$ cat src/hw/rtl/pattern_literal_block_decoder_assert.svh
// Assertion macros for the pattern / literal block decoder.
`ifndef PATTERN_LITERAL_BLOCK_DECODER_ASSERT_SVH
`define PATTERN_LITERAL_BLOCK_DECODER_ASSERT_SVH

`ifndef ASSERT_OFF
`define PLD_ASSERT(lbl, clk, rst_n, prop, msg) \
    lbl: assert property (@(posedge clk) disable iff (!rst_n) prop) else $error(msg);
`define PLD_ASSERT_NR(lbl, clk, prop, msg) \
    lbl: assert property (@(posedge clk) prop) else $error(msg);
`else
`define PLD_ASSERT(lbl, clk, rst_n, prop, msg)
`define PLD_ASSERT_NR(lbl, clk, prop, msg)
`endif

`endif

$ cat src/hw/rtl/pld_pkg.sv
package pld_pkg;

    localparam int FIFO_DEPTH = 4;

    localparam logic [7:0] OP_PATTERN   = 8'h65;
    localparam logic [7:0] OP_LITERAL_A = 8'h66;
    localparam logic [7:0] OP_LITERAL_B = 8'h67;
    localparam logic [31:0] PATTERN_TAIL = 32'd5;

    localparam logic [1:0] CFG_EXPECTED_SIZE = 2'd0;
    localparam logic [1:0] CFG_OUTPUT_LIMIT  = 2'd1;
    localparam logic [1:0] CFG_ENCODED_SIZE  = 2'd2;

    localparam logic [2:0] ST_OK          = 3'd0;
    localparam logic [2:0] ST_OVER_LIMIT  = 3'd1;
    localparam logic [2:0] ST_OVERFLOW    = 3'd2;
    localparam logic [2:0] ST_BAD_OPCODE  = 3'd3;
    localparam logic [2:0] ST_TRUNC_PAT   = 3'd4;
    localparam logic [2:0] ST_TRUNC_LHDR  = 3'd5;
    localparam logic [2:0] ST_TRUNC_LDATA = 3'd6;
    localparam logic [2:0] ST_MISMATCH    = 3'd7;

    typedef enum logic [2:0] {
        PH_OPCODE = 3'd0,
        PH_PCOUNT = 3'd1,
        PH_PBYTE0 = 3'd2,
        PH_PBYTE1 = 3'd3,
        PH_PBYTE2 = 3'd4,
        PH_PBYTE3 = 3'd5,
        PH_LCOUNT = 3'd6,
        PH_LDATA  = 3'd7
    } t_phase;

    // one queued request: reps copies of word, last one carries status/done
    typedef struct packed {
        logic [31:0] word;
        logic [2:0]  cnt;
        logic [6:0]  reps;
        logic [2:0]  status;
        logic        done;
    } t_cmd;

endpackage

$ cat src/hw/rtl/pattern_literal_block_decoder.sv
// Front decodes one compressed byte per cycle into a request queue of FIFO_DEPTH entries.
// Back emits one result per cycle from its output register while the receiver is ready;
// a pattern block of N words (N up to 64) is one queue entry, emitted N times; the front
// stalls once the queue is full. Results go through the queue, then the output register.
// Reset: synchronous, active low; clears decode, queue and output state; presets registers.
module pattern_literal_block_decoder #(
    parameter int FIFO_DEPTH = pld_pkg::FIFO_DEPTH
) (
    input  logic        i_clk,
    input  logic        i_rst_n,
    input  logic        i_cfg_valid,
    output logic        o_cfg_ready,
    input  logic [1:0]  i_cfg_index,
    input  logic [31:0] i_cfg_data,
    input  logic        s_axis_tvalid,
    output logic        s_axis_tready,
    input  logic [7:0]  s_axis_tdata,   // [7:0] encoded_byte
    output logic        m_axis_tvalid,
    input  logic        m_axis_tready,
    output logic [39:0] m_axis_tdata,   // [31:0] data_word, [34:32] byte_count, rest zero
    output logic [3:0]  m_axis_tuser,   // [2:0] status, [3] stream_done
    output logic        m_axis_tlast    // last_of_run
);

    logic          w_push, w_pop, w_full, w_empty;
    pld_pkg::t_cmd w_in_cmd, w_head;
    logic [31:0]   w_word;
    logic [2:0]    w_cnt, w_status;
    logic          w_done;

    assign o_cfg_ready = 1'b1;

    pld_front u_front (
        .i_clk        (i_clk),
        .i_rst_n      (i_rst_n),
        .i_cfg_valid  (i_cfg_valid),
        .i_cfg_index  (i_cfg_index),
        .i_cfg_data   (i_cfg_data),
        .i_byte_valid (s_axis_tvalid),
        .o_byte_ready (s_axis_tready),
        .i_byte       (s_axis_tdata),
        .i_q_full     (w_full),
        .o_push       (w_push),
        .o_cmd        (w_in_cmd)
    );

    pld_fifo #(.DEPTH(FIFO_DEPTH)) u_fifo (
        .i_clk   (i_clk),
        .i_rst_n (i_rst_n),
        .i_push  (w_push),
        .i_cmd   (w_in_cmd),
        .i_pop   (w_pop),
        .o_cmd   (w_head),
        .o_full  (w_full),
        .o_empty (w_empty)
    );

    pld_back u_back (
        .i_clk         (i_clk),
        .i_rst_n       (i_rst_n),
        .i_cmd         (w_head),
        .i_empty       (w_empty),
        .o_pop         (w_pop),
        .o_valid       (m_axis_tvalid),
        .i_ready       (m_axis_tready),
        .o_data_word   (w_word),
        .o_byte_count  (w_cnt),
        .o_status      (w_status),
        .o_stream_done (w_done),
        .o_last        (m_axis_tlast)
    );

    assign m_axis_tdata = {5'd0, w_cnt, w_word};
    assign m_axis_tuser = {w_done, w_status};

`include "pattern_literal_block_decoder_assert.svh"

    `PLD_ASSERT_NR(a_reset_idle, i_clk, !i_rst_n |=> !m_axis_tvalid, "output valid after reset")
    `PLD_ASSERT(a_done_is_last, i_clk, i_rst_n, m_axis_tvalid && m_axis_tuser[3] |-> m_axis_tlast, "stream end not on last result")
    `PLD_ASSERT(a_empty_is_done, i_clk, i_rst_n, m_axis_tvalid && m_axis_tdata[34:32] == 3'd0 |-> m_axis_tuser[3], "empty result without stream end")
    `PLD_ASSERT(a_status_on_done, i_clk, i_rst_n, m_axis_tvalid && m_axis_tuser[2:0] != 3'd0 |-> m_axis_tuser[3], "error status without stream end")

endmodule

$ cat src/hw/rtl/pld_front.sv
module pld_front (
    input  logic          i_clk,
    input  logic          i_rst_n,
    input  logic          i_cfg_valid,
    input  logic [1:0]    i_cfg_index,
    input  logic [31:0]   i_cfg_data,
    input  logic          i_byte_valid,
    output logic          o_byte_ready,
    input  logic [7:0]    i_byte,
    input  logic          i_q_full,
    output logic          o_push,
    output pld_pkg::t_cmd o_cmd
);

    logic [31:0] r_expected;
    logic [31:0] r_limit;
    logic [31:0] r_encoded;

    pld_pkg::t_phase r_phase, n_phase;
    logic [31:0] r_consumed, n_consumed;
    logic [31:0] r_produced, n_produced;
    logic [7:0]  r_repeat, n_repeat;
    logic [23:0] r_pattern, n_pattern;
    logic [7:0]  r_left, n_left;
    logic        r_stopped, n_stopped;

    logic        w_accept;
    logic [31:0] w_inc;
    logic [31:0] w_remaining;
    logic        w_ends;
    logic [8:0]  w_pat_bytes;
    logic [6:0]  w_words;
    logic [8:0]  w_round;
    logic        w_has;
    logic [2:0]  w_end_st;
    pld_pkg::t_cmd w_cmd;

    assign o_byte_ready = !i_q_full;
    assign w_accept     = i_byte_valid && o_byte_ready;

    always_ff @(posedge i_clk) begin
        if (!i_rst_n) begin
            r_expected <= '0;
            r_limit    <= '1;
            r_encoded  <= 32'd1;
        end else if (i_cfg_valid) begin
            case (i_cfg_index)
                pld_pkg::CFG_EXPECTED_SIZE: r_expected <= i_cfg_data;
                pld_pkg::CFG_OUTPUT_LIMIT:  r_limit    <= i_cfg_data;
                pld_pkg::CFG_ENCODED_SIZE:  r_encoded  <= i_cfg_data;
                default: ;
            endcase
        end
    end

    always_comb begin
        w_inc       = (r_consumed != '1) ? r_consumed + 32'd1 : r_consumed;
        w_remaining = (r_encoded > w_inc) ? r_encoded - w_inc : '0;
        w_ends      = (w_inc >= r_encoded);
        w_round     = {1'b0, i_byte} + 9'd3;
        w_pat_bytes = {w_round[8:2], 2'b00};
        w_words     = 7'(({1'b0, r_repeat} + 9'd3) >> 2);

        n_phase    = r_phase;
        n_consumed = w_inc;
        n_produced = r_produced;
        n_repeat   = r_repeat;
        n_pattern  = r_pattern;
        n_left     = r_left;
        n_stopped  = r_stopped;
        w_has      = 1'b0;
        w_end_st   = pld_pkg::ST_OK;
        w_cmd.word   = '0;
        w_cmd.cnt    = '0;
        w_cmd.reps   = 7'd1;
        w_cmd.status = pld_pkg::ST_OK;
        w_cmd.done   = 1'b0;

        if (!r_stopped && r_consumed == '0 && r_expected > r_limit) begin
            w_has = 1'b1; w_cmd.status = pld_pkg::ST_OVER_LIMIT; w_cmd.done = 1'b1;
            n_stopped = 1'b1;
        end else if (!r_stopped) begin
            case (r_phase)
                pld_pkg::PH_OPCODE: begin
                    if (i_byte == pld_pkg::OP_PATTERN) begin
                        if (w_remaining < pld_pkg::PATTERN_TAIL) begin
                            w_has = 1'b1; w_cmd.status = pld_pkg::ST_TRUNC_PAT;
                            w_cmd.done = 1'b1; n_stopped = 1'b1;
                        end else begin
                            n_phase = pld_pkg::PH_PCOUNT;
                        end
                    end else if (i_byte == pld_pkg::OP_LITERAL_A ||
                                 i_byte == pld_pkg::OP_LITERAL_B) begin
                        if (w_remaining == '0) begin
                            w_has = 1'b1; w_cmd.status = pld_pkg::ST_TRUNC_LHDR;
                            w_cmd.done = 1'b1; n_stopped = 1'b1;
                        end else begin
                            n_phase = pld_pkg::PH_LCOUNT;
                        end
                    end else begin
                        w_has = 1'b1; w_cmd.status = pld_pkg::ST_BAD_OPCODE;
                        w_cmd.done = 1'b1; n_stopped = 1'b1;
                    end
                end
                pld_pkg::PH_PCOUNT: begin
                    n_repeat = i_byte;
                    if ({1'b0, r_produced} + 33'(w_pat_bytes) > {1'b0, r_expected}) begin
                        w_has = 1'b1; w_cmd.status = pld_pkg::ST_OVERFLOW;
                        w_cmd.done = 1'b1; n_stopped = 1'b1;
                    end else begin
                        n_phase = pld_pkg::PH_PBYTE0;
                    end
                end
                pld_pkg::PH_PBYTE0: begin
                    n_pattern = {16'd0, i_byte};
                    n_phase   = pld_pkg::PH_PBYTE1;
                end
                pld_pkg::PH_PBYTE1: begin
                    n_pattern[15:8] = i_byte;
                    n_phase         = pld_pkg::PH_PBYTE2;
                end
                pld_pkg::PH_PBYTE2: begin
                    n_pattern[23:16] = i_byte;
                    n_phase          = pld_pkg::PH_PBYTE3;
                end
                pld_pkg::PH_PBYTE3: begin
                    if (w_words != '0) begin
                        w_has      = 1'b1;
                        w_cmd.word = {i_byte, r_pattern};
                        w_cmd.cnt  = 3'd4;
                        w_cmd.reps = w_words;
                    end
                    n_produced = r_produced + {23'd0, w_words, 2'b00};
                    n_phase    = pld_pkg::PH_OPCODE;
                end
                pld_pkg::PH_LCOUNT: begin
                    if ({24'd0, i_byte} > w_remaining) begin
                        w_has = 1'b1; w_cmd.status = pld_pkg::ST_TRUNC_LDATA;
                        w_cmd.done = 1'b1; n_stopped = 1'b1;
                    end else if ({1'b0, r_produced} + {25'd0, i_byte} >
                                 {1'b0, r_expected}) begin
                        w_has = 1'b1; w_cmd.status = pld_pkg::ST_OVERFLOW;
                        w_cmd.done = 1'b1; n_stopped = 1'b1;
                    end else begin
                        n_left  = i_byte;
                        n_phase = (i_byte == '0) ? pld_pkg::PH_OPCODE : pld_pkg::PH_LDATA;
                    end
                end
                default: begin
                    w_has      = 1'b1;
                    w_cmd.word = {24'd0, i_byte};
                    w_cmd.cnt  = 3'd1;
                    n_produced = r_produced + 32'd1;
                    n_left     = r_left - 8'd1;
                    if (n_left == '0) begin
                        n_phase = pld_pkg::PH_OPCODE;
                    end
                end
            endcase
        end

        if (w_ends) begin
            if (!n_stopped) begin
                case (n_phase)
                    pld_pkg::PH_LCOUNT: w_end_st = pld_pkg::ST_TRUNC_LHDR;
                    pld_pkg::PH_LDATA:  w_end_st = pld_pkg::ST_TRUNC_LDATA;
                    pld_pkg::PH_OPCODE: w_end_st = (n_produced == r_expected) ?
                                                   pld_pkg::ST_OK : pld_pkg::ST_MISMATCH;
                    default:            w_end_st = pld_pkg::ST_TRUNC_PAT;
                endcase
                w_has        = 1'b1;
                w_cmd.status = w_end_st;
                w_cmd.done   = 1'b1;
            end
            n_phase    = pld_pkg::PH_OPCODE;
            n_consumed = '0;
            n_produced = '0;
            n_repeat   = '0;
            n_pattern  = '0;
            n_left     = '0;
            n_stopped  = 1'b0;
        end
    end

    always_ff @(posedge i_clk) begin
        if (!i_rst_n) begin
            r_phase    <= pld_pkg::PH_OPCODE;
            r_consumed <= '0;
            r_produced <= '0;
            r_repeat   <= '0;
            r_pattern  <= '0;
            r_left     <= '0;
            r_stopped  <= 1'b0;
        end else if (w_accept) begin
            r_phase    <= n_phase;
            r_consumed <= n_consumed;
            r_produced <= n_produced;
            r_repeat   <= n_repeat;
            r_pattern  <= n_pattern;
            r_left     <= n_left;
            r_stopped  <= n_stopped;
        end
    end

    assign o_push = w_accept && w_has;
    assign o_cmd  = w_cmd;

endmodule

$ cat src/hw/rtl/pld_fifo.sv
module pld_fifo #(
    parameter int DEPTH = pld_pkg::FIFO_DEPTH
) (
    input  logic          i_clk,
    input  logic          i_rst_n,
    input  logic          i_push,
    input  pld_pkg::t_cmd i_cmd,
    input  logic          i_pop,
    output pld_pkg::t_cmd o_cmd,
    output logic          o_full,
    output logic          o_empty
);

    localparam int PW = (DEPTH > 1) ? $clog2(DEPTH) : 1;
    localparam int CW = $clog2(DEPTH + 1);

    pld_pkg::t_cmd r_mem [DEPTH];
    logic [PW-1:0] r_wr_ptr, r_rd_ptr;
    logic [CW-1:0] r_count;
    logic          w_wr, w_rd;

    assign o_full  = (r_count == CW'(DEPTH));
    assign o_empty = (r_count == '0);
    assign w_wr    = i_push && !o_full;
    assign w_rd    = i_pop && !o_empty;
    assign o_cmd   = r_mem[r_rd_ptr];

    always_ff @(posedge i_clk) begin
        if (w_wr) begin
            r_mem[r_wr_ptr] <= i_cmd;
        end
    end

    always_ff @(posedge i_clk) begin
        if (!i_rst_n) begin
            r_wr_ptr <= '0;
            r_rd_ptr <= '0;
            r_count  <= '0;
        end else begin
            if (w_wr) begin
                r_wr_ptr <= (r_wr_ptr == PW'(DEPTH - 1)) ? '0 : r_wr_ptr + PW'(1);
            end
            if (w_rd) begin
                r_rd_ptr <= (r_rd_ptr == PW'(DEPTH - 1)) ? '0 : r_rd_ptr + PW'(1);
            end
            case ({w_wr, w_rd})
                2'b10:   r_count <= r_count + CW'(1);
                2'b01:   r_count <= r_count - CW'(1);
                default: r_count <= r_count;
            endcase
        end
    end

endmodule

$ cat src/hw/rtl/pld_back.sv
module pld_back (
    input  logic          i_clk,
    input  logic          i_rst_n,
    input  pld_pkg::t_cmd i_cmd,
    input  logic          i_empty,
    output logic          o_pop,
    output logic          o_valid,
    input  logic          i_ready,
    output logic [31:0]   o_data_word,
    output logic [2:0]    o_byte_count,
    output logic [2:0]    o_status,
    output logic          o_stream_done,
    output logic          o_last
);

    logic        r_valid;
    logic [5:0]  r_idx;
    logic [31:0] r_data;
    logic [2:0]  r_cnt;
    logic [2:0]  r_status;
    logic        r_done;
    logic        r_last;
    logic        w_last;
    logic        w_load;

    assign w_last = ({1'b0, r_idx} == i_cmd.reps - 7'd1);
    assign w_load = !i_empty && (!r_valid || i_ready);
    assign o_pop  = w_load && w_last;

    always_ff @(posedge i_clk) begin
        if (!i_rst_n) begin
            r_valid <= 1'b0;
            r_idx   <= '0;
        end else if (w_load) begin
            r_valid <= 1'b1;
            r_idx   <= w_last ? '0 : r_idx + 6'd1;
        end else if (i_ready) begin
            r_valid <= 1'b0;
        end
    end

    always_ff @(posedge i_clk) begin
        if (w_load) begin
            r_data   <= i_cmd.word;
            r_cnt    <= i_cmd.cnt;
            r_status <= w_last ? i_cmd.status : pld_pkg::ST_OK;
            r_done   <= w_last && i_cmd.done;
            r_last   <= w_last;
        end
    end

    assign o_valid       = r_valid;
    assign o_data_word   = r_data;
    assign o_byte_count  = r_cnt;
    assign o_status      = r_status;
    assign o_stream_done = r_done;
    assign o_last        = r_last;

endmodule

$ cat config.mk
export PLATFORM = sky130hd
export DESIGN_NAME = pattern_literal_block_decoder
export DESIGN_NICKNAME = d
export VERILOG_FILES = /design/src/hw/rtl/pld_pkg.sv /design/src/hw/rtl/pattern_literal_block_decoder.sv /design/src/hw/rtl/pld_front.sv /design/src/hw/rtl/pld_fifo.sv /design/src/hw/rtl/pld_back.sv
export VERILOG_INCLUDE_DIRS = /design/src /design/src/hw/rtl
export SDC_FILE = /design/constraint.sdc
export NUM_CORES = 1
export LEC_CHECK = 0
export BUFFER_PORTS_ARGS = -buffer_cell sky130_fd_sc_hd__clkbuf_2
export CORE_ASPECT_RATIO = 1.1
export CORE_MARGIN = 4
export CORE_UTILIZATION = 55
export DETAILED_ROUTE_END_ITERATION = 8
export PLACE_DENSITY_LB_ADDON = 0.15
export REMOVE_ABC_BUFFERS = 1
export SYNTH_ARGS = -nofsm -noshare
export SYNTH_HDL_FRONTEND = slang
export SYNTH_HIERARCHICAL = 1
export SYNTH_SLANG_ARGS = --single-unit
$ cat constraint.sdc
create_clock -name i_clk -period 8.2 [get_ports i_clk]
set_clock_uncertainty 0.2 [all_clocks]
set_input_delay 2.05 -clock i_clk [delete_from_list [all_inputs] [get_ports i_clk]]
set_output_delay 2.05 -clock i_clk [all_outputs]
set_load 0.1 [all_outputs]
==> run metrics, run 1 <==
status=complete, no violations; final hold violations=0; FF-to-FF path depth=34; ANT nets after route=0; Post-synth top flop=edfxtp_1; startpoint types=flop; Period minus WS final=7.86 ns; CTS tree=built; CTS H-Tree Depth=2; synthesized cell area=27300 um2; Clock power frac=33.7%; hold crit path type=flop to flop; Min-Delay Startpoint=u_front/r_pattern[4]; synth unique cells=111; Power Density=201 nW/um2; Crit path required time=8.50 ns; # rows=85; CP max FO=9; max-cap violations=0; commonest non-fill, non-tap cell in the layout=nand2_1; largest net degree at the start of global routing=138; Sw Ratio=32.5%; Placeable Area=49000 um2; Final Setup Violations=0; worst setup path category=flop to flop; Remaining DRCs=0; Max stage delay on crit path=0.61 ns; post-synthesis register bit count=444; Starting Density=55.6%; wire per inst=21.5 um; reg2reg start=u_front/r_consumed[4]; Vias=22.5k; period utilisation layout=95.9%; CP max-delay cell=or4_1; DR iter-0 viols=2094; initial antenna violation count=4; Static Leak=11.7 nW; Bufs on Longest Clock Path=3; crit end category=flop; top cell type's share of synthesized area=24.7%; share of layout cells above drive strength 1=13.9%; gr ovfl total=0; maximum vdd drop=183 uV; synth warn=6; max_slew headroom=20.2%; Seq pwr share=42.0%; dpl hpwl=57300 um; P_int=4.11 mW; Hold Path End=u_front/r_pattern[4]; die area=53200 um2; Hold-fix buffers, CTS=0; post-synthesis sequential area ratio=40.8%; worst flop-to-flop path endpoint=u_fifo/r_count[2]; Max Slew Vio Count=0; Worst-path clk slew=0.07 ns; Logic pwr share=24.3%; mean number of vias per cell=6.15; Hold Path Stages=2; worst-margin pin slew=1.20 ns; Net count, final=3187; share of flip-flops with an asynchronous set or reset=0%; number of iterations in the first detailed-routing pass=5; die height=242 um; cell repeated most along the worst path=nor3_2; R2R Setup Slk=0.34 ns; Achievable Freq=0.127 GHz; Power Total=6.09 mW; cells after synthesis=2891; vias in the first global route=21.7k; area grow syn2layout=10.9%; I/O pin cnt=95; Routed WL=78400 um; Syn Area/Cell=9.43 um2; most frequent cells in the layout=386 x nand2_1, 224 x edfxtp_1, 211 x dfxtp_1, 167 x ha_1, 148 x a21oi_1; global-route wire length before repair=123000 um; GRT Total Usage=28.8%; Inserted Clock Buffers=45; PortBufs=88; worst skew pair latency=0.58 ns; worst path arrival time=8.16 ns; Clock Tree Root=clkbuf_16; number of synthesized flops with an enable pin=224; RePlAce Congestion=0.948; Switch Pwr=1.98 mW; setup tns final=0 ns; largest area contributor in the netlist=edfxtp_1; # clock sinks=444; dominant cells by area after synthesis=edfxtp_1 25%, dfxtp_1 16%, ha_1 7.8%, nand2_1 5.3%, xnor2_1 3.4%; Chip Width=220 um
-- registers in the layout, indices dropped and copies added, names as in the netlist, named ones only --
name and cells:
u_back/o_stream_done 1, u_fifo/r_rd_ptr 2, u_back/o_data_word 32, u_front/r_repeat 8, u_fifo/r_mem 184, u_back/r_idx 6, u_front/r_consumed 32, u_front/r_expected 32
u_fifo/r_wr_ptr 2, u_fifo/r_count 3, u_front/r_stopped 1, u_back/o_valid 1, u_back/o_byte_count 3, u_front/r_limit 32, u_front/r_phase 3, u_front/r_pattern 24
u_front/r_produced 32, u_front/r_left 8, u_back/o_last 1, u_back/o_status 3, u_front/r_encoded 32
-- routing by layer --
metal,up-vias,share of wire [%],global-route usage [%]
met1,10800,42,38.6
met2,812,48,48.8
met5,-,0.040,0
met3,154,6.2,3.89
li1,10700,-,-
met4,4,3.2,8.57
-- worst max path at each step --
stage | startpoint | slack, ns | to
CTS | u_front/r_consumed[26] | 0.05 | u_fifo/r_count[2]
finish | u_front/r_consumed[4] | 0.34 | u_fifo/r_count[2]
global placement | s_axis_tdata[0] | -0.36 | u_fifo/r_count[2]
floorplan | u_front/r_consumed[3] | -0.29 | u_fifo/r_mem[3][0]
detailed placement | s_axis_tdata[1] | -0.49 | u_fifo/r_count[2]
global route | u_front/r_consumed[0] | -0.03 | u_fifo/r_count[2]
-- logic make-up after synthesis --
kind of cell / share of synthesized area [%]
adder cells (fa/ha/maj): 8.21
multiplexers: 4.19
buffers and inverters: 5.04
other: 0.0413
flip-flops: 40.8
AND/OR/NAND/NOR: 18.8
XOR/XNOR: 5.42
AO/OA/AOI/OAI: 17.5
-- cells in the mapped netlist, types with 31 or more instances --
| master | n |
|---|---|
| nand3_1 | 86 |
| o21ai_0 | 141 |
| nor2_1 | 124 |
| ha_1 | 171 |
| and2_1 | 57 |
| xor2_1 | 61 |
| a21boi_0 | 100 |
| o211ai_1 | 58 |
| a21o_1 | 43 |
| a21oi_1 | 151 |
| nand4_1 | 60 |
| edfxtp_1 | 224 |
| o21a_1 | 31 |
| nor2b_1 | 55 |
| nand2_1 | 388 |
| dfxtp_1 | 220 |
| xnor2_1 | 105 |
| mux4_2 | 40 |
| clkbuf_1 | 126 |
| a22oi_1 | 32 |
| nor3_1 | 68 |
| and3_1 | 61 |
| inv_1 | 124 |
-- area by class of cell --
cell class / count / area (um2)
Multi-Input combinational cell: 2143 / 14900
Inverter: 125 / 469
Sequential cell: 444 / 11100
Clock buffer: 66 / 1340
Antenna cell: 2 / 5.00
Fill cell: 4086 / 18800
Timing Repair Buffer: 205 / 1390
Tap cell: 652 / 816
Clock inverter: 18 / 155
-- worst max-delay path, delay by kind of cell, from the launching register on --
| family | cells | cell delay (ns) |
|---|---|---|
| adder cells (fa/ha/maj) | 3 | 0.65 |
| buffers and inverters | 3 | 0.30 |
| AO/OA/AOI/OAI | 6 | 1.29 |
| AND/OR/NAND/NOR | 20 | 4.65 |
| flip-flops | 1 | 0.38 |
| XOR/XNOR | 2 | 0.29 |
-- power by group through the flow --
stage | registers [mW] | logic (mW) | clock network, mW
floorplan | 2.89 | 0.717 | 0
global placement | 2.60 | 1.43 | 0
detailed placement | 2.61 | 1.45 | 0
CTS | 2.56 | 1.46 | 2.09
global route | 2.57 | 1.60 | 2.18
finish | 2.56 | 1.48 | 2.06
-- through the flow --
step                      setup WS [ns]  instances  utilization [%]  hold WS [ns]  cell area (um2)
final                             0.337       3655             61.7         0.275            30200
after global routing            -0.0342       3653             61.7         0.305            30200
after CTS                        0.0470       3648             61.3         0.272            30100
after detailed placement         -0.494       3564             58.3         0.263            28600
after global placement           -0.361       3564             58.3         0.253            28600
after floorplan                  -0.285       2712                -         0.244            26400
-- what timing repair did --
item	4_1_cts	5_1_grt
setup buffers	0	5
setup endpoints to repair	0	187
resized for setup	0	40
(Power assumes the default switching activity.)
==> run 2, diff against run 1 <==
- CORE_UTILIZATION: 55 -> 30
==> run metrics, run 2 (synthesis results as in run 1) <==
Worst-path clk slew=0.06 ns (was 0.07 ns); slack of the critical path=0.459 ns (was 0.337 ns); Vias=22.4k (was 22.5k); # clock sinks=444 (unchanged); worst setup path category=input pin to flop (was flop to flop); P_int=4.32 mW (was 4.11 mW); crit end category=flop (unchanged); utilization after layout=35.0% (was 61.7%); Largest Register=u_fifo/r_mem (unchanged); die area=95800 um2 (was 53200 um2); area grow syn2layout=15.2% (was 10.9%); dpl hpwl=65800 um (was 57300 um); startpoint types=input pin (was flop); Clock power frac=36.4% (was 33.7%); Net count, final=3236 (was 3187); Static Leak=12.1 nW (was 11.7 nW); Final Setup Violations=0 (unchanged); Routed WL=88700 um (was 78400 um); worst-margin pin slew=1.17 ns (was 1.20 ns); max-cap violations=0 (unchanged); max_slew headroom=22.2% (was 20.2%); most frequent cells in the layout=386 x nand2_1, 224 x edfxtp_1, 217 x dfxtp_1, 171 x ha_1, 155 x buf_4 (was 386 x nand2_1, 224 x edfxtp_1, 211 x dfxtp_1, 167 x ha_1, 148 x a21oi_1); Clock Tree Root=clkbuf_16 (unchanged); Crit path required time=8.52 ns (was 8.50 ns); Starting Density=30.4% (was 55.6%); vias in the first global route=22.2k (was 21.7k); maximum vdd drop=115 uV (was 183 uV); Switch Pwr=2.10 mW (was 1.98 mW); initial antenna violation count=1 (was 4); RePlAce Congestion=0.923 (was 0.948); share of layout cells above drive strength 1=15.0% (was 13.9%); Inserted Clock Buffers=52 (was 45); CP max FO=5 (was 9); Hold-fix buffers, CTS=0 (unchanged); worst path arrival time=8.06 ns (was 8.16 ns); die height=324 um (was 242 um); hold crit path type=flop to flop (unchanged); gr ovfl total=0 (unchanged); Seq pwr share=39.9% (was 42.0%); commonest non-fill, non-tap cell in the layout=nand2_1 (unchanged); Max Slew Vio Count=0 (unchanged); Period minus WS final=7.74 ns (was 7.86 ns); Logic pwr share=23.7% (was 24.3%); Max stage delay on crit path=0.40 ns (was 0.61 ns); pre-CTS setup slack=-0.491 ns (was -0.494 ns); DR iter-0 viols=1629 (was 2094); I/O pin cnt=95 (unchanged); Chip Width=295 um (was 220 um); period utilisation layout=94.4% (was 95.9%); final hold violations=0 (unchanged); largest net degree at the start of global routing=146 (was 138); CTS tree=built (unchanged); number of iterations in the first detailed-routing pass=5 (unchanged); Power Density=204 nW/um2 (was 201 nW/um2); worst skew pair latency=0.60 ns (was 0.58 ns); Sw Ratio=32.7% (was 32.5%); # rows=115 (was 85); Placeable Area=89800 um2 (was 49000 um2); mean number of vias per cell=5.30 (was 6.15); R2R Setup Slk=0.51 ns (was 0.34 ns); global-route wire length before repair=136000 um (was 123000 um); status=complete, no violations (unchanged); CTS H-Tree Depth=2 (unchanged); GRT Total Usage=18.2% (was 28.8%); ANT nets after route=0 (unchanged); max reg flops=184 (unchanged); PortBufs=88 (unchanged); Bufs on Longest Clock Path=3 (unchanged); Achievable Freq=0.129 GHz (was 0.127 GHz); Remaining DRCs=0 (unchanged); CP max-delay cell=fa_1 (was or4_1); wire per inst=21.0 um (was 21.5 um)
## run 2: final timing paths
path,to,start,depth (start not counted)
worst max-delay path,u_fifo/r_count[2],s_axis_tdata[0],32
worst min register to register,u_front/r_pattern[3],u_front/r_pattern[3],2
worst max register to register,u_fifo/r_count[2],u_front/r_consumed[5],41
worst min-delay path,u_front/r_pattern[3],u_front/r_pattern[3],2
## run 2: cell type report
class,instances,area (um2)
Inverter,125,469
Antenna cell,1,2.50
Clock buffer,65,1430
Tap cell,1170,1460
Sequential cell,444,11100
Clock inverter,31,310
Timing Repair Buffer,247,1690
Fill cell,9225,58400
Multi-Input combinational cell,2143,14900
## run 2: power by group through the flow
stage / combinational (mW) / sequential, mW / clock [mW]
floorplan: 0.717 / 2.89 / 0
global placement: 1.50 / 2.60 / 0
detailed placement: 1.51 / 2.61 / 0
CTS: 1.52 / 2.56 / 2.41
global route: 1.64 / 2.57 / 2.50
finish: 1.52 / 2.56 / 2.34
## run 2: layer usage
layer | global-route usage (%) | part of all wire (%) | routed length, um | vias to the layer above
li1 | - | - | - | 10800
met1 | 24.3 | 45 | 40200 | 10900
met5 | 0 | 0.011 | 10 | -
met4 | 3.61 | 2.0 | 1780 | 2
met2 | 31.7 | 48 | 42700 | 583
met3 | 2.21 | 4.5 | 4000 | 111
## run 2: critical path: cells and delay by family
family / cells / cell delay (ns)
simple gates: 5 / 1.09
xor+xnor: 2 / 0.29
fa+ha+maj: 5 / 1.46
buf+inv: 4 / 0.43
compound gates: 16 / 2.73
## run 2: repair_timing
action                                  in CTS  in global routing
resized for setup                            0                 21
endpoints found under the setup margin       0                187
hold endpoints to repair                     0                  0
buffers inserted                             0                  1
## run 2: stage by stage
step | power [mW] | setup TNS, ns | instances | instance area, um2 | hold WS, ns
4_1_cts | 6.49 | 0 | 4224 | 31300 | 0.269
3_5_place_dp | 4.12 | -37.11 | 4128 | 29600 | 0.260
3_3_place_gp | 4.10 | -5.49 | 4128 | 29600 | 0.253
6_report | 6.42 | 0 | 4226 | 31400 | 0.269
5_1_grt | 6.72 | -0.00820 | 4225 | 31400 | 0.286
2_1_floorplan | 3.60 | -52.54 | 2712 | 26400 | 0.244
==> run 3, diff against run 2 <==
- RECOVER_POWER: not set -> 25
==> run metrics, run 3 (synthesis results as in run 1) <==
max reg flops=184 (unchanged); initial antenna violation count=1 (unchanged); Placed Instances=4128 (unchanged); Max stage delay on crit path=1.69 ns (was 0.40 ns); critical path cell sequence=ha_1 -> a21oi_1 -> o21ai_0 -> a211o_1 -> o31ai_1 -> a31o_2 -> clkbuf_1 -> nand3_1 -> xnor2_1 -> nor2_1 -> nor4b_1 -> nand4_1 -> or4_1 -> and4bb_1 -> or3_1; worst-margin pin slew=5.33 ns (was 1.17 ns); Static Leak=12.0 nW (was 12.1 nW); share of layout cells above drive strength 1=14.6% (was 15.0%); Bufs on Longest Clock Path=3 (unchanged); R2R Setup Slk=0.45 ns (was 0.51 ns); worst skew pair latency=0.60 ns (about the same); number of iterations in the first detailed-routing pass=5 (unchanged); worst setup path category=flop to flop (was input pin to flop); gr ovfl total=0 (unchanged); setup tns final=0 ns (unchanged); period utilisation layout=94.6% (was 94.4%); largest net degree at the start of global routing=146 (unchanged); Starting Density=30.4% (unchanged); crit-path leading delay family=simple AND/OR/NAND/NOR gates (was compound AO/OA/AOI/OAI gates); Vias=22.5k (was 22.4k); CTS tree=built (unchanged); Inserted Clock Buffers=52 (unchanged); Finished Layout Cells=4226 (unchanged); die area=95800 um2 (unchanged); failing checks=capacitance limit, slew limit; vias in the first global route=22.2k (unchanged); DR iter-0 viols=1603 (was 1629); hold crit path type=flop to flop (unchanged); startpoint types=flop (was input pin); Worst-path clk slew=0.06 ns (about the same); ANT nets after route=0 (unchanged); Net count, final=3236 (unchanged); I/O pin cnt=95 (unchanged); Clock Tree Root=clkbuf_16 (unchanged); Remaining DRCs=0 (unchanged); worst path arrival time=7.86 ns (was 8.06 ns); Period minus WS final=7.75 ns (was 7.74 ns); PortBufs=88 (unchanged); global-route wire length before repair=136000 um (unchanged); Achievable Freq=0.129 GHz (about the same); # rows=115 (unchanged); design area=31400 um2 (about the same); commonest non-fill, non-tap cell in the layout=nand2_1 (unchanged); status=finished with violations (was complete, no violations); fill count=9237 (was 9225); # clock sinks=444 (unchanged); crit path buf inv count=1 (was 4); DP Area=29600 um2 (unchanged); max_slew headroom=-255% (was 22.2%); Routed WL=88600 um (was 88700 um); Hold-fix buffers, CTS=0 (unchanged); mean number of vias per cell=5.31 (was 5.30); crit end category=flop (unchanged); RePlAce Congestion=0.923 (unchanged); Largest Register=u_fifo/r_mem (unchanged); maximum vdd drop=115 uV (about the same); final hold violations=0 (unchanged); Power Density=205 nW/um2 (was 204 nW/um2); Power Total=6.42 mW (about the same); most frequent cells in the layout=386 x nand2_1, 224 x edfxtp_1, 217 x dfxtp_1, 171 x ha_1, 150 x buf_4 (was 386 x nand2_1, 224 x edfxtp_1, 217 x dfxtp_1, 171 x ha_1, 155 x buf_4); Final Setup Violations=0 (unchanged); CP max FO=44 (was 5); Max Slew Vio Count=322 (was 0); dpl hpwl=65800 um (unchanged); utilization after layout=34.9% (was 35.0%); die height=324 um (unchanged); max-cap violations=5 (was 0); area grow syn2layout=15.1% (was 15.2%); CTS H-Tree Depth=2 (unchanged); Chip Width=295 um (unchanged); GRT Total Usage=18.2% (unchanged); Placeable Area=89800 um2 (unchanged); Crit path required time=8.30 ns (was 8.52 ns); CP max-delay cell=clkbuf_1 (was fa_1); wire per inst=21.0 um (about the same)
-- run 3: final timing paths --
check | to | startpoint | depth (start not counted)
max | u_fifo/r_mem[0][1] | u_front/r_expected[7] | 15
min | u_front/r_pattern[5] | u_front/r_pattern[5] | 2
max reg2reg | u_fifo/r_mem[0][1] | u_front/r_expected[7] | 15
min reg2reg | u_front/r_pattern[5] | u_front/r_pattern[5] | 2
-- run 3: worst min-delay path: cells and delay by family (launching register included) --
family / cells / cell delay [ns]
flops: 1 / 0.31
compound gates: 1 / 0.06
simple gates: 1 / 0.05
-- run 3: power by group --
part,switching (mW),total (mW),internal (mW)
Clock,0.967,2.34,1.37
Sequential,0.0688,2.56,2.49
Combinational,1.06,1.52,0.459
Total,2.10,6.42,4.32
-- run 3: stage by stage --
step | hold slack, ns | setup slack, ns
2_1_floorplan | 0.244 | -0.285
6_report | 0.267 | 0.445
5_1_grt | 0.287 | -0.0121
4_1_cts | 0.269 | 0.0339
3_3_place_gp | 0.253 | -0.329
3_5_place_dp | 0.260 | -0.491
-- run 3: area by class of cell --
type	instances	area (um2)	share of cell area, %
Multi-Input combinational cell	2143	14900	47.5
Antenna cell	1	2.50	0.00798
Clock buffer	65	1430	4.56
Tap cell	1170	1460	4.67
Inverter	125	469	1.50
Sequential cell	444	11100	35.5
Clock inverter	31	310	0.989
Timing Repair Buffer	247	1670	5.32
-- run 3: layer usage --
layer	routed length, um	track usage, %
met4	1690	3.61
met3	3930	2.21
met1	40000	24.3
met2	42900	31.7
met5	10	0
-- run 3: what timing repair did --
action / CTS / global route
setup endpoints to repair: 0 / 187
endpoints found under the hold margin: 0 / 0
gates resized for setup: 0 / 21
setup buffers: 0 / 1
